### src/tbcl_pkg.sv
package tbcl_pkg;

   // Request kinds.
   localparam logic [1:0] KIND_LOOKUP = 2'd0;
   localparam logic [1:0] KIND_WRITE  = 2'd1;
   localparam logic [1:0] KIND_DELETE = 2'd2;
   localparam logic [1:0] KIND_NONE   = 2'd3;

   localparam int KEY_W   = 104;
   localparam int INDEX_W = 10;
   localparam int SHL     = 7;
   localparam int SHR     = 14;

   // One request beat.
   typedef struct packed {
      logic [1:0]  kind;
      logic [31:0] hash;
      logic [63:0] key_addr;
      logic [31:0] key_port;
      logic [7:0]  key_proto;
      logic [63:0] now;
      logic [9:0]  index;
      logic [63:0] peer_addr;
      logic [31:0] peer_port;
      logic [7:0]  peer_proto;
   } req_type;

   // One response beat.
   typedef struct packed {
      logic       found;
      logic       client_side;
      logic [9:0] match_index;
      logic       free_valid;
      logic [9:0] free_index;
      logic       stale_valid;
      logic [9:0] stale_index;
   } rsp_type;

   // One stored entry: client key, server key, last-seen time.
   typedef struct packed {
      logic [KEY_W-1:0] client_key;
      logic [KEY_W-1:0] server_key;
      logic [63:0]      last_seen;
   } entry_type;

   localparam int ENTRY_W = $bits(entry_type);

endpackage

### src/tbcl_req_if.sv
interface tbcl_req_if;
   import tbcl_pkg::*;
   logic    valid;
   logic    ready;
   req_type payload;
   modport source (output valid, output payload, input ready);
   modport sink (input valid, input payload, output ready);
endinterface

### src/tbcl_front.sv
module tbcl_front #(
   parameter int DEPTH = 2
) (
   input  logic clock,
   input  logic reset,
   tbcl_req_if.sink req,
   output logic                  q_valid,
   input  logic                  q_pop,
   output tbcl_pkg::req_type     q_head
);
   import tbcl_pkg::*;

   localparam int PW = $clog2(DEPTH);

   req_type         buf_ff [DEPTH];
   logic [PW-1:0]   wp_ff, wp_in, rp_ff, rp_in;
   logic [PW:0]     cnt_ff, cnt_in;
   logic            push;
   req_type         norm;

   // Fold unknown kinds to a no-op delete-free form; index already in range.
   always_comb begin
      norm = req.payload;
      if (req.payload.kind != KIND_LOOKUP && req.payload.kind != KIND_WRITE &&
          req.payload.kind != KIND_DELETE) begin
         norm.kind = KIND_NONE;
      end
   end

   assign req.ready = (cnt_ff != (PW+1)'(DEPTH));
   assign push      = req.valid && req.ready;
   assign q_valid   = (cnt_ff != '0);
   assign q_head    = buf_ff[rp_ff];

   // Queue pointers and fill count.
   always_comb begin
      wp_in  = push ? PW'(wp_ff + 1'b1) : wp_ff;
      rp_in  = q_pop ? PW'(rp_ff + 1'b1) : rp_ff;
      cnt_in = cnt_ff + (PW+1)'(push) - (PW+1)'(q_pop);
   end

   always_ff @(posedge clock) begin
      if (reset) begin
         wp_ff  <= '0;
         rp_ff  <= '0;
         cnt_ff <= '0;
      end else begin
         wp_ff  <= wp_in;
         rp_ff  <= rp_in;
         cnt_ff <= cnt_in;
      end
      if (push) begin
         buf_ff[wp_ff] <= norm;
      end
   end

   a_no_overflow: assert property (@(posedge clock) disable iff (reset)
      cnt_ff <= (PW+1)'(DEPTH)) else $error("queue overflow");
   a_pop_valid: assert property (@(posedge clock) disable iff (reset)
      q_pop |-> q_valid) else $error("pop from empty queue");
   a_cnt_step: assert property (@(posedge clock) disable iff (reset)
      push && !q_pop |=> cnt_ff == $past(cnt_ff) + 1'b1) else $error("count slip");
endmodule

### src/flat_wrapper.sv
// flat-port wrapper written by rule: the top's interface ports become plain ports
module tbcl_front_flat import tbcl_pkg::*;
#(
   parameter int DEPTH = 2
)
  (clock, reset, q_valid, q_pop, q_head, req_valid, req_payload, req_ready);
  tbcl_req_if req_i ();
  input  logic clock;
  input  logic reset;
  output logic q_valid;
  input  logic q_pop;
  output tbcl_pkg::req_type q_head;
  input wire logic [$bits(req_i.valid)-1:0] req_valid;
  input wire logic [$bits(req_i.payload)-1:0] req_payload;
  output wire logic [$bits(req_i.ready)-1:0] req_ready;
  assign req_i.valid = req_valid;
  assign req_i.payload = req_payload;
  assign req_ready = req_i.ready;
  tbcl_front #(.DEPTH(DEPTH)) u_core (.clock(clock), .reset(reset), .req(req_i), .q_valid(q_valid), .q_pop(q_pop), .q_head(q_head));
endmodule
### config.mk
export PLATFORM = sky130hd
export DESIGN_NAME = tbcl_front_flat
export DESIGN_NICKNAME = d
export VERILOG_FILES = /design/src/tbcl_pkg.sv /design/src/tbcl_req_if.sv /design/src/tbcl_front.sv /design/src/flat_wrapper.sv
export SDC_FILE = /design/constraint.sdc
export NUM_CORES = 1
export LEC_CHECK = 0
export BUFFER_PORTS_ARGS = -buffer_cell sky130_fd_sc_hd__buf_2
export CAP_MARGIN = 20
export CORE_ASPECT_RATIO = 0.5
export CORE_MARGIN = 4
export CORE_UTILIZATION = 45
export DETAILED_ROUTE_END_ITERATION = 10
export PLACE_DENSITY = 0.67
export SYNTH_ARGS = -nofsm -noshare
export SYNTH_HDL_FRONTEND = slang
export SYNTH_SLANG_ARGS = --single-unit
### constraint.sdc
create_clock -name clock -period 12.25 [get_ports clock]
set_clock_uncertainty 0.2 [all_clocks]
set_input_delay 2.45 -clock clock [delete_from_list [all_inputs] [get_ports clock]]
set_output_delay 2.45 -clock clock [all_outputs]
set_load 0.03 [all_outputs]
## Word-level counts from Yosys, hierarchy flattened

Memories as Yosys holds them, arrays and structs flattened. A register that Yosys moved wholly into a read port is not among the register bits.
Index checks and enable logic that the tools add are counted.

| storage, ports and cells | value |
|---|---|
| latch bits | 0 |
| output and inout port bits | 318 |
| bits in writable memories | 632 |
| memories kept | 1 |
| flip-flop bits (word level) | 4 |
| bits in read-only memories | 0 |

Memories:

| name | depth | bits a word | read ports | clocked after memory_dff | wr ports | line | text |
|---|---|---|---|---|---|---|---|
| u_core.buf_ff | 2 | 316 | 1 | 1 | 1 | tbcl_front.sv:15 | `req_type buf_ff [DEPTH];` |

| operators by class | value |
|---|---|
| order comparisons | 0 |
| div/mod/pow operators | 0 |
| multiply operators | 0 |
| $add $sub $neg | 4 |
| equal/unequal tests | 3 |
| shift-type cells | 0 |
| bitwise logic cells | 0 |
| reduce and logical (&&, ||, !) cells | 5 |
| muxes and demuxes | 5 |

Operators by type and width:

| operator | count |
|---|---|
| $mux W1 | 4 |
| $ne A2 B2 Y1 const B | 2 |
| $reduce_bool A2 Y1 | 2 |
| $logic_and A1 B1 Y1 | 3 |
| $add A1 B1 Y1 const B | 2 |
| $add A2 B1 Y2 | 1 |
| $mux W2 | 1 |
| $ne A2 B1 Y1 const B | 1 |
| $sub A2 B1 Y2 | 1 |

## Depth between registers and ports, before layout

Gate-level depths: netlist of the first run.

| logic depth | value |
|---|---|
| depth in word-level cells | 4 |
| mapped depth | 5 |
| mapped depth without buffers | 5 |

## Worst setup path before layout of the first run

No wires, ideal clock.

| timing | value |
|---|---|
| kind | input-to-reg |
| start point | input req_valid |
| end point | memory u_core.buf_ff[1][0] in the netlist's numbering (enable) |
| arrival | 9683 ps |
| cell stages on the path | 1 |
| setup time | 721 ps |
| buffers on the path | 0 |
| setup slack | 1646 ps |
| path through | and3_1 |

| on the way | value |
|---|---|
| word-level cells in the longest chain between the ends | 3 |

RTL lines:

| what | line | text |
|---|---|---|
| start, declared | flat_wrapper.sv:13 | `input wire logic [$bits(req_i.valid)-1:0] req_valid;` |
| $logic_and A1 B1 Y1 | tbcl_front.sv:31 | `assign push = req.valid && req.ready;` |
| $mux W1 | tbcl_front.sv:52 | `if (push) begin` |
| $mux W1 (implied by the code) | tbcl_front.sv:53 | `buf_ff[wp_ff] <= norm;` |
| end, declared | tbcl_front.sv:15 |  |

No other way between the ends.

==> results_dict.tcl, run 1 <==
set metrics [dict create \
    status "finished clean" \
    critPathSlowestCell "buf_4" \
    drt-initial-drc-count 774 \
    p_clk_share_pct 31.7 \
    worstPathMaxFanout 52 \
    grt_pass1_vias 12300 \
    clk_latency_ns 0.58 \
    synthFlopType "edfxtp_1" \
    hold_viol_final 0 \
    rsz0062_at_grt "false" \
    cts_max_path_buffers 3 \
    via_count 12000 \
    clk_pin_slew_ns 0.06 \
    cpPeakStageDelay_ns 0.88 \
    crit_family "buffers and inverters" \
    slew_violations 0 \
    syn_area_sq_um 24000 \
    synth-edff-count 632 \
    tritoncts "done" \
    viasPerCell 4.92 \
    start_util_pct 45.9 \
    async_flop_share_pct 0 \
    fill_cells 4100 \
    startpoint_type "flop" \
    reg2reg_depth 4 \
    period_minus_slack_ns 6.41 \
    power_switching_share_pct 26.5 \
    synth_seq_area_share_pct 79.4 \
    synth_fp_nets 1332 \
    die_x_microns 335 \
    fin_crit_sh_pct 52.4 \
    setup_ws_ns 5.84 \
    overflow 0 \
    p_switching_w 0.00138 \
    die-area_sq_um 57400 \
    finalNetCount 1999 \
    hold_class "flop to flop" \
    rows 59 \
    synth_area_per_cell_sq_um 23.8 \
    syn-instance-count 1011 \
    cts_setup_buffers 0 \
    root_buffer "clkbuf_16" \
    first_pass_iters 5 \
    min-delay-start "u_core.rp_ff$_SDFFE_PP0P_" \
    post_drt_wl_per_cell_microns 24.3 \
    ctsResizeCount 0 \
    dp_hpwl_microns 41900 \
    fmax_ghz 0.156 \
    path_class "flop to primary output" \
    crit_chain "buf_4 > buf_4 > mux2_2 > buf_2" \
    area_growth_pct 23.0 \
    hold_ws_ns 0.321 \
    synth_top_cell_by_area "edfxtp_1" \
    pwr-share-seq_pct 51.0 \
    crit_path_end_kind "primary output" \
    required_ns 9.60 \
    power.leakage_nw 11.5 \
    coreArea_sq_um 52400 \
    numClockSinks 637 \
    crit_path_frequent_cell "buf_4" \
    io_buffers 637 \
    yosysTopAreaCellShare_pct 79.0 \
    internal_power_w 0.00382 \
    r2r_start "u_core.cnt_ff[0]$_SDFF_PP0_" \
    power.density_nw_per_um2 176 \
    drive_gt1_share_pct 60.7 \
    die_h_microns 171 \
    grt_max_degree 161 \
    irDropWorstVdd_v 0.000106 \
    cts_made_buffers 56 \
    crit_buf_inv 3 \
    drv_cap 0 \
    power_frac_comb_pct 17.3 \
    hold_depth 2 \
    synth.distinct_cells 23 \
    finalSetupTns_ns 0 \
    gp_congestion 0.857 \
    yosysWarnings 0 \
    drc 0 \
    htreeDepth 2 \
    yosys-top-cells-area "edfxtp_1, mux2_4, mux2_2, buf_6, dfxtp_1" \
    regToRegEndpoint "u_core.buf_ff[1][240]$_DFFE_PP_" \
    ant_nets 0 \
    slew_headroom_pct 27.1 \
    worst_slew_pin_slew_ns 1.09 \
    pin_count 638 \
    post-place-ws_ns 6.41 \
    ys_seq_elements 637 \
    worstPathArrival_ns 3.76 \
    r2r_slack_ns 8.77 \
    track_usage_pct 19.5 \
    grt_pass1_wl_microns 80700 \
    setup_viol 0 \
    postCtsHoldBufs 0 \
    antenna_found_initial 16 \
    finalWirelength_microns 59000 \
]
-- cells by family (layout without fill, tap and decap cells) --
logic type,after synthesis,after routing,share of synthesized area [%]
buffers and inverters,39,746,1.52
DFF,637,637,79.4
and+or+nand+nor,11,11,0.250
xor gates and xnor gates,1,1,0.0364
adders and majority gates,1,1,0.0521
muxes,318,318,18.6
AOI/OAI and AO/OA,4,4,0.115
other,0,11,0
-- worst max-delay path by stage --
stage | from | end | slack [ns] | depth (start not counted)
2_1_floorplan | req_valid | u_core.buf_ff[1][0]$_DFFE_PP_ | 1.65 | 1
3_3_place_gp | flop | q_head[48] | 6.45 | 4
3_5_place_dp | flop | q_head[308] | 6.41 | 4
4_1_cts | flop | q_head[308] | 5.75 | 4
5_1_grt | flop | q_head[308] | 5.62 | 4
6_report | flop | q_head[308] | 5.84 | 4
-- per-layer routing --
layer  up-vias  routed length, microns  track usage (%)
met1      6198                   20500             20.9
li1       5383                       -                -
met4         2                    1780             6.64
met2       263                   34500             38.6
met5         -                       7                0
met3       119                    2110             3.66
-- metrics by stage --
stage,utilization [%],instances,instance area [sq um],total power [W]
2_1_floorplan,-,1011,24000,0.00337
3_3_place_gp,53.2,2321,27900,0.00359
3_5_place_dp,53.2,2321,27900,0.00360
4_1_cts,56.3,2419,29500,0.00526
5_1_grt,56.4,2430,29600,0.00540
6_report,56.4,2430,29600,0.00519
-- cell type report --
| cell class | count | area, sq um | area share (%) |
|---|---|---|---|
| Timing Repair Buffer | 646 | 3290 | 11.1 |
| Clock buffer | 69 | 1470 | 4.98 |
| Clock inverter | 29 | 195 | 0.660 |
| Antenna cell | 11 | 27.5 | 0.0931 |
| Tap cell | 701 | 877 | 2.97 |
| Multi-Input combinational cell | 335 | 4590 | 15.5 |
| Sequential cell | 637 | 19100 | 64.6 |
| Inverter | 2 | 15.0 | 0.0508 |
-- power by group through the flow --
stage	logic, W	registers [W]	clock network [W]
6_report	0.000899	0.00265	0.00165
5_1_grt	0.000941	0.00266	0.00180
4_1_cts	0.000913	0.00265	0.00170
3_5_place_dp	0.000910	0.00269	0
3_3_place_gp	0.000904	0.00269	0
2_1_floorplan	0.000645	0.00272	0
-- worst register-to-register path: stages (launching register included) --
cell and delay, ns:
dfxtp_1 0.35, nand2b_1 0.22, and3_4 0.71, buf_4 0.82, buf_4 0.72
-- flip-flops by register name (all words and copies together), names as in the netlist, named ones only --
register and cells:
u_core.buf_ff 632, u_core.rp_ff 1, u_core.wp_ff 1, u_core.cnt_ff 2
-- synthesized netlist by cell type (2+ instances only) --
cell type	count
buf_2	7
mux2_4	240
edfxtp_1	632
nor2_1	3
dfxtp_1	5
buf_6	28
clkbuf_1	2
inv_1	2
mux2_2	77
a21oi_1	2
-- cells in the final DEF, fill, tap and decap left out --
cell / n
a21bo_2: 1
a21o_1: 1
a21oi_1: 2
and2b_1: 1
and3_4: 1
buf_12: 3
buf_2: 637
buf_4: 6
bufinv_16: 2
clkbuf_1: 12
clkbuf_16: 57
clkinv_1: 11
clkinv_2: 12
clkinv_4: 1
clkinvlp_4: 1
dfxtp_1: 4
dfxtp_4: 1
diode_2: 11
edfxtp_1: 632
ha_1: 1
inv_1: 1
inv_6: 2
inv_8: 1
mux2_2: 77
mux2_4: 240
mux2i_1: 1
nand2_1: 1
nand2b_1: 1
nand3_1: 1
nand3b_1: 1
nor2_1: 3
nor2b_1: 1
or2_2: 1
xnor2_1: 1
No activity file was read; power rests on OpenSTA's default activity.
==> inputs of run 2 (changes only) <==
- clock period: 12.25 -> 6.6 ns (I/O delays scaled with it)
==> run 2 against run 1 <==
  * Die area unchanged
  * Routed wire length down 0.48%
  * Via count up 0.33%
  * Worst setup slack worse by 3.6 ns
  * Final area up 1.1%
  * Highest routed layer is now met4
  * First-iteration DRC count down 3.6%
==> results_dict.tcl, run 2 (synthesis results as in run 1) <==
set metrics [dict create \
    start_util_pct 45.9 \
    drt-initial-drc-count 746 \
    place_inst 2328 \
    drv_cap 0 \
    power.density_nw_per_um2 333 \
    viasPerCell 4.90 \
    coreArea_sq_um 52400 \
    finalWirelength_microns 58700 \
    first_pass_iters 4 \
    status "finished clean" \
    worst_slew_pin_slew_ns 1.00 \
    fin_cells 2449 \
    final_common_cell "buf_2" \
    hold_viol_final 0 \
    tritoncts "done" \
    period_minus_slack_ns 4.37 \
    rsz0062_at_grt "false" \
    largestRegisters "u_core.buf_ff: 632 flops, u_core.cnt_ff: 2 flops" \
    min-delay-start "u_core.rp_ff$_SDFFE_PP0P_" \
    fmax_ghz 0.229 \
    power.leakage_nw 11.6 \
    fill_cells 4122 \
    crit_path_end_kind "primary output" \
    dp_hpwl_microns 41800 \
    crit_chain "buf_12 > mux2_4 > buf_2" \
    gp_congestion 0.849 \
    slew_headroom_pct 33.3 \
    rows 59 \
    finalNetCount 2006 \
    worstPathArrival_ns 2.85 \
    required_ns 5.08 \
    postCtsHoldBufs 0 \
    post-place-ws_ns 2.82 \
    numClockSinks 637 \
    overflow 0 \
    startpoint_type "flop" \
    ctsResizeCount 0 \
    placed_cell_area_sq_um 28000 \
    setup_ws_ns 2.23 \
    final_cell_mix "buf_2, edfxtp_1, mux2_4, mux2_2, clkbuf_16" \
    fin_area_sq_um 29900 \
    clk_pin_slew_ns 0.06 \
    cts_max_path_buffers 3 \
    area_growth_pct 24.3 \
    clk_latency_ns 0.58 \
    grt_pass1_wl_microns 80100 \
    regMostFlops "u_core.buf_ff" \
    crit_buf_inv 2 \
    crit_family "flip-flops" \
    cts_made_buffers 56 \
    grt_max_degree 128 \
    die_h_microns 171 \
    htreeDepth 2 \
    final_util_pct 57.0 \
    worstPathMaxFanout 81 \
    die-area_sq_um 57400 \
    setup_viol 0 \
    antenna_found_initial 19 \
    ant_nets 0 \
    drive_gt1_share_pct 61.1 \
    slew_violations 0 \
    finalSetupTns_ns 0 \
    fin_crit_sh_pct 66.2 \
    irDropWorstVdd_v 0.000243 \
    grt_pass1_vias 12200 \
    path_class "flop to primary output" \
    track_usage_pct 19.3 \
    critPathSlowestCell "dfxtp_4" \
    pin_count 638 \
    cts_setup_buffers 0 \
    r2r_start "u_core.cnt_ff[0]$_SDFF_PP0_" \
    drc 0 \
    die_x_microns 335 \
    hold_class "flop to flop" \
    io_buffers 637 \
    root_buffer "clkbuf_16" \
    largest_reg_flops 632 \
    via_count 12000 \
    post_drt_wl_per_cell_microns 24.0 \
    cpPeakStageDelay_ns 0.99 \
]
run 2: cell types whose count changed in the layout (fill, tap and decap cells not counted), sizes merged:
cell	before	now
diode	11	20
clkbuf	69	63
buf	646	653
clkinvlp	1	4
bufinv	2	9
inv	4	2
clkinv	24	25
run 2: area by class of cell:
type                       count  area, sq um  share of cell area (%)
sequential                   637        19100                    63.9
multi-input combinational    335         4590                    15.4
timing repair buffer         653         3410                    11.4
clock buffer                  63         1450                    4.85
tap                          701          877                    2.93
clock inverter                38          413                    1.38
antenna                       20         50.0                   0.167
inverter                       2         11.3                  0.0377
run 2: routing by layer:
layer	up-vias	global-route usage, %	routed length [microns]
met2	274	37.0	33900
met4	0	6.92	1490
met3	87	3.88	1980
met5	-	0	0
met1	6235	21.5	21300
li1	5409	-	-
run 2: worst paths after layout:
check                                    end  slack [ns]  cells past startpoint
max                              q_head[269]        2.23                      3
min                                     flop        0.31                      2
max reg2reg  u_core.buf_ff[0][275]$_DFFE_PP_        3.85                      4
min reg2reg                             flop        0.31                      2
run 2: report_power, final:
| part | switching (W) | internal (W) |
|---|---|---|
| clock network | 0.00143 | 0.00192 |
| registers | 0.0000908 | 0.00481 |
| logic | 0.00107 | 0.000620 |
| total | 0.00259 | 0.00736 |
run 2: per-stage QoR:
stage               hold slack, ns  power (W)
detailed placement           0.297    0.00670
finish                       0.308    0.00995
global placement             0.293    0.00667
floorplan                    0.280    0.00621
global route                 0.378     0.0103
CTS                          0.316     0.0101
run 2: worst register-to-register path, stage by stage (launching register included):
cell and delay, ns:
dfxtp_1 0.33, nand2b_1 0.23, nand3b_1 0.19, clkinvlp_4 0.63
buf_12 0.51
==> inputs of run 3 (changes only) <==
- clock period: 6.6 -> 4.05 ns (I/O delays scaled with it)
==> run 3 against run 2 <==
  * Clock-buffer cell count grew 5
  * Largest cell class unchanged
  * Die area is the same
  * Worst hold slack lost 0.11 ns
  * Largest power group unchanged
  * Critical endpoint is now q_head[304]
==> results_dict.tcl, run 3 (synthesis results as in run 1) <==
set metrics [dict create \
    setup_ws_ns 0.651 \
    worstPathMaxFanout 43 \
    post-place-ws_ns 1.21 \
    crit_path_end_kind "primary output" \
    cts_max_path_buffers 3 \
    htreeDepth 2 \
    drt-initial-drc-count 844 \
    track_usage_pct 19.5 \
    ant_nets 0 \
    ctsResizeCount 0 \
    worstPathArrival_ns 2.39 \
    grtUsageMet3_pct 4.08 \
    grt_pass1_vias 12600 \
    cts_made_buffers 55 \
    tritoncts "done" \
    finalSetupTns_ns 0 \
    irDropWorstVdd_v 0.000313 \
    r2r_start "u_core.cnt_ff[0]$_SDFF_PP0_" \
    startpoint_type "flop" \
    largestRegisters "u_core.buf_ff: 632 flops, u_core.cnt_ff: 2 flops" \
    area_growth_pct 24.8 \
    cts_setup_buffers 0 \
    path_class "flop to primary output" \
    hold_class "primary input to flop" \
    final_util_pct 57.2 \
    final_cell_mix "buf_2, edfxtp_1, mux2_4, mux2_2, clkbuf_16" \
    overflow 0 \
    crit_path_frequent_cell "buf_12" \
    hold_depth 1 \
    clk_latency_ns 0.57 \
    coreArea_sq_um 52400 \
    finalWirelength_microns 58800 \
    fin_crit_sh_pct 83.9 \
    postCtsHoldBufs 0 \
    r2r_slack_ns 1.76 \
    fin_cells 2468 \
    cpPeakStageDelay_ns 0.64 \
    gp_congestion 0.846 \
    drv_cap 0 \
    clk_pin_slew_ns 0.07 \
    viasPerCell 4.90 \
    grt_pass1_wl_microns 81100 \
    grt_max_degree 105 \
    numClockSinks 637 \
    die_h_microns 171 \
    grt_use_met2_pct 37.5 \
    start_util_pct 45.9 \
    worst_slew_pin_slew_ns 0.783 \
    gr-usage-met1_pct 21.6 \
    drc 0 \
    hold_viol_final 0 \
    rows 59 \
    regToRegEndpoint "u_core.buf_ff[1][196]$_DFFE_PP_" \
    setup_viol 0 \
    power.density_nw_per_um2 531 \
    die-area_sq_um 57400 \
    drive_gt1_share_pct 61.2 \
    via_count 12100 \
    required_ns 3.04 \
    regMostFlops "u_core.buf_ff" \
    grt.busiest_layer "met2" \
    power.leakage_nw 11.7 \
    root_buffer "clkbuf_16" \
    slew_headroom_pct 47.8 \
    hold_ws_ns 0.203 \
    dp_hpwl_microns 42800 \
    final_common_cell "buf_2" \
    antenna_found_initial 22 \
    period_minus_slack_ns 3.40 \
    first_pass_iters 5 \
    io_buffers 637 \
    critPathSlowestCell "dfxtp_4" \
    die_x_microns 335 \
    crit_chain "buf_12 > buf_12 > mux2_4 > buf_2" \
    reg2reg_depth 3 \
    status "finished clean" \
    min-delay-start "req_payload[27]" \
    fmax_ghz 0.294 \
    finalNetCount 2030 \
    largest_reg_flops 632 \
    post_drt_wl_per_cell_microns 23.8 \
    hold_end "u_core.buf_ff[0][27]$_DFFE_PP_" \
    slew_violations 0 \
    rsz0062_at_grt "false" \
    place_inst 2353 \
    pin_count 638 \
]
[run 3: changes by cell type in the layout (fill, tap and decap cells not counted), moves of 2 or more]
| cell | delta |
|---|---|
| buf_12 | +5 |
| buf_4 | +20 |
| bufinv_16 | -4 |
| clkbuf_1 | +6 |
| clkinv_2 | -4 |
| clkinvlp_4 | -2 |
| diode_2 | -3 |
[run 3: routing by layer]
layer	share of wire, %	wire length, microns
met1	36	21000
met4	2.3	1380
met5	0.094	55
met3	3.9	2290
met2	58	34000
[run 3: stage by stage]
stage               area, sq um  power [W]
floorplan                 24000     0.0101
global placement          28200     0.0109
detailed placement        28200     0.0110
CTS                       29900     0.0161
global route              30000     0.0165
finish                    30000     0.0159
[run 3: how the worst max path moves through the flow]
stage	start	end	slack, ns	cells past startpoint
after floorplan	req_valid	u_core.buf_ff[0][0]$_DFFE_PP_	-2.23	2
after global placement	flop	q_head[196]	1.22	3
after detailed placement	flop	q_head[196]	1.21	3
after CTS	flop	q_head[196]	0.57	3
after global routing	flop	q_head[62]	0.53	4
final	flop	q_head[304]	0.65	4
[run 3: layout make-up]
cell class,count,area (sq um)
Antenna cell,17,42.5
Clock buffer,68,1450
Clock inverter,30,278
Fill cell,4077,22400
Inverter,2,11.3
Multi-Input combinational cell,335,4590
Sequential cell,637,19100
Tap cell,701,877
Timing Repair Buffer,678,3660
[run 3: critical path: cells and delay by family, from the launching register on]
kind,cells,cell delay (ns)
flops,1,0.64
buf+inv,3,0.72
mux,1,0.35
[run 3: power by group]
part	switching (W)	leakage [nW]	internal, W
combinational	0.00178	4.90	0.00105
clock	0.00228	0.838	0.00284
sequential	0.000126	5.93	0.00784
total	0.00418	11.7	0.0117
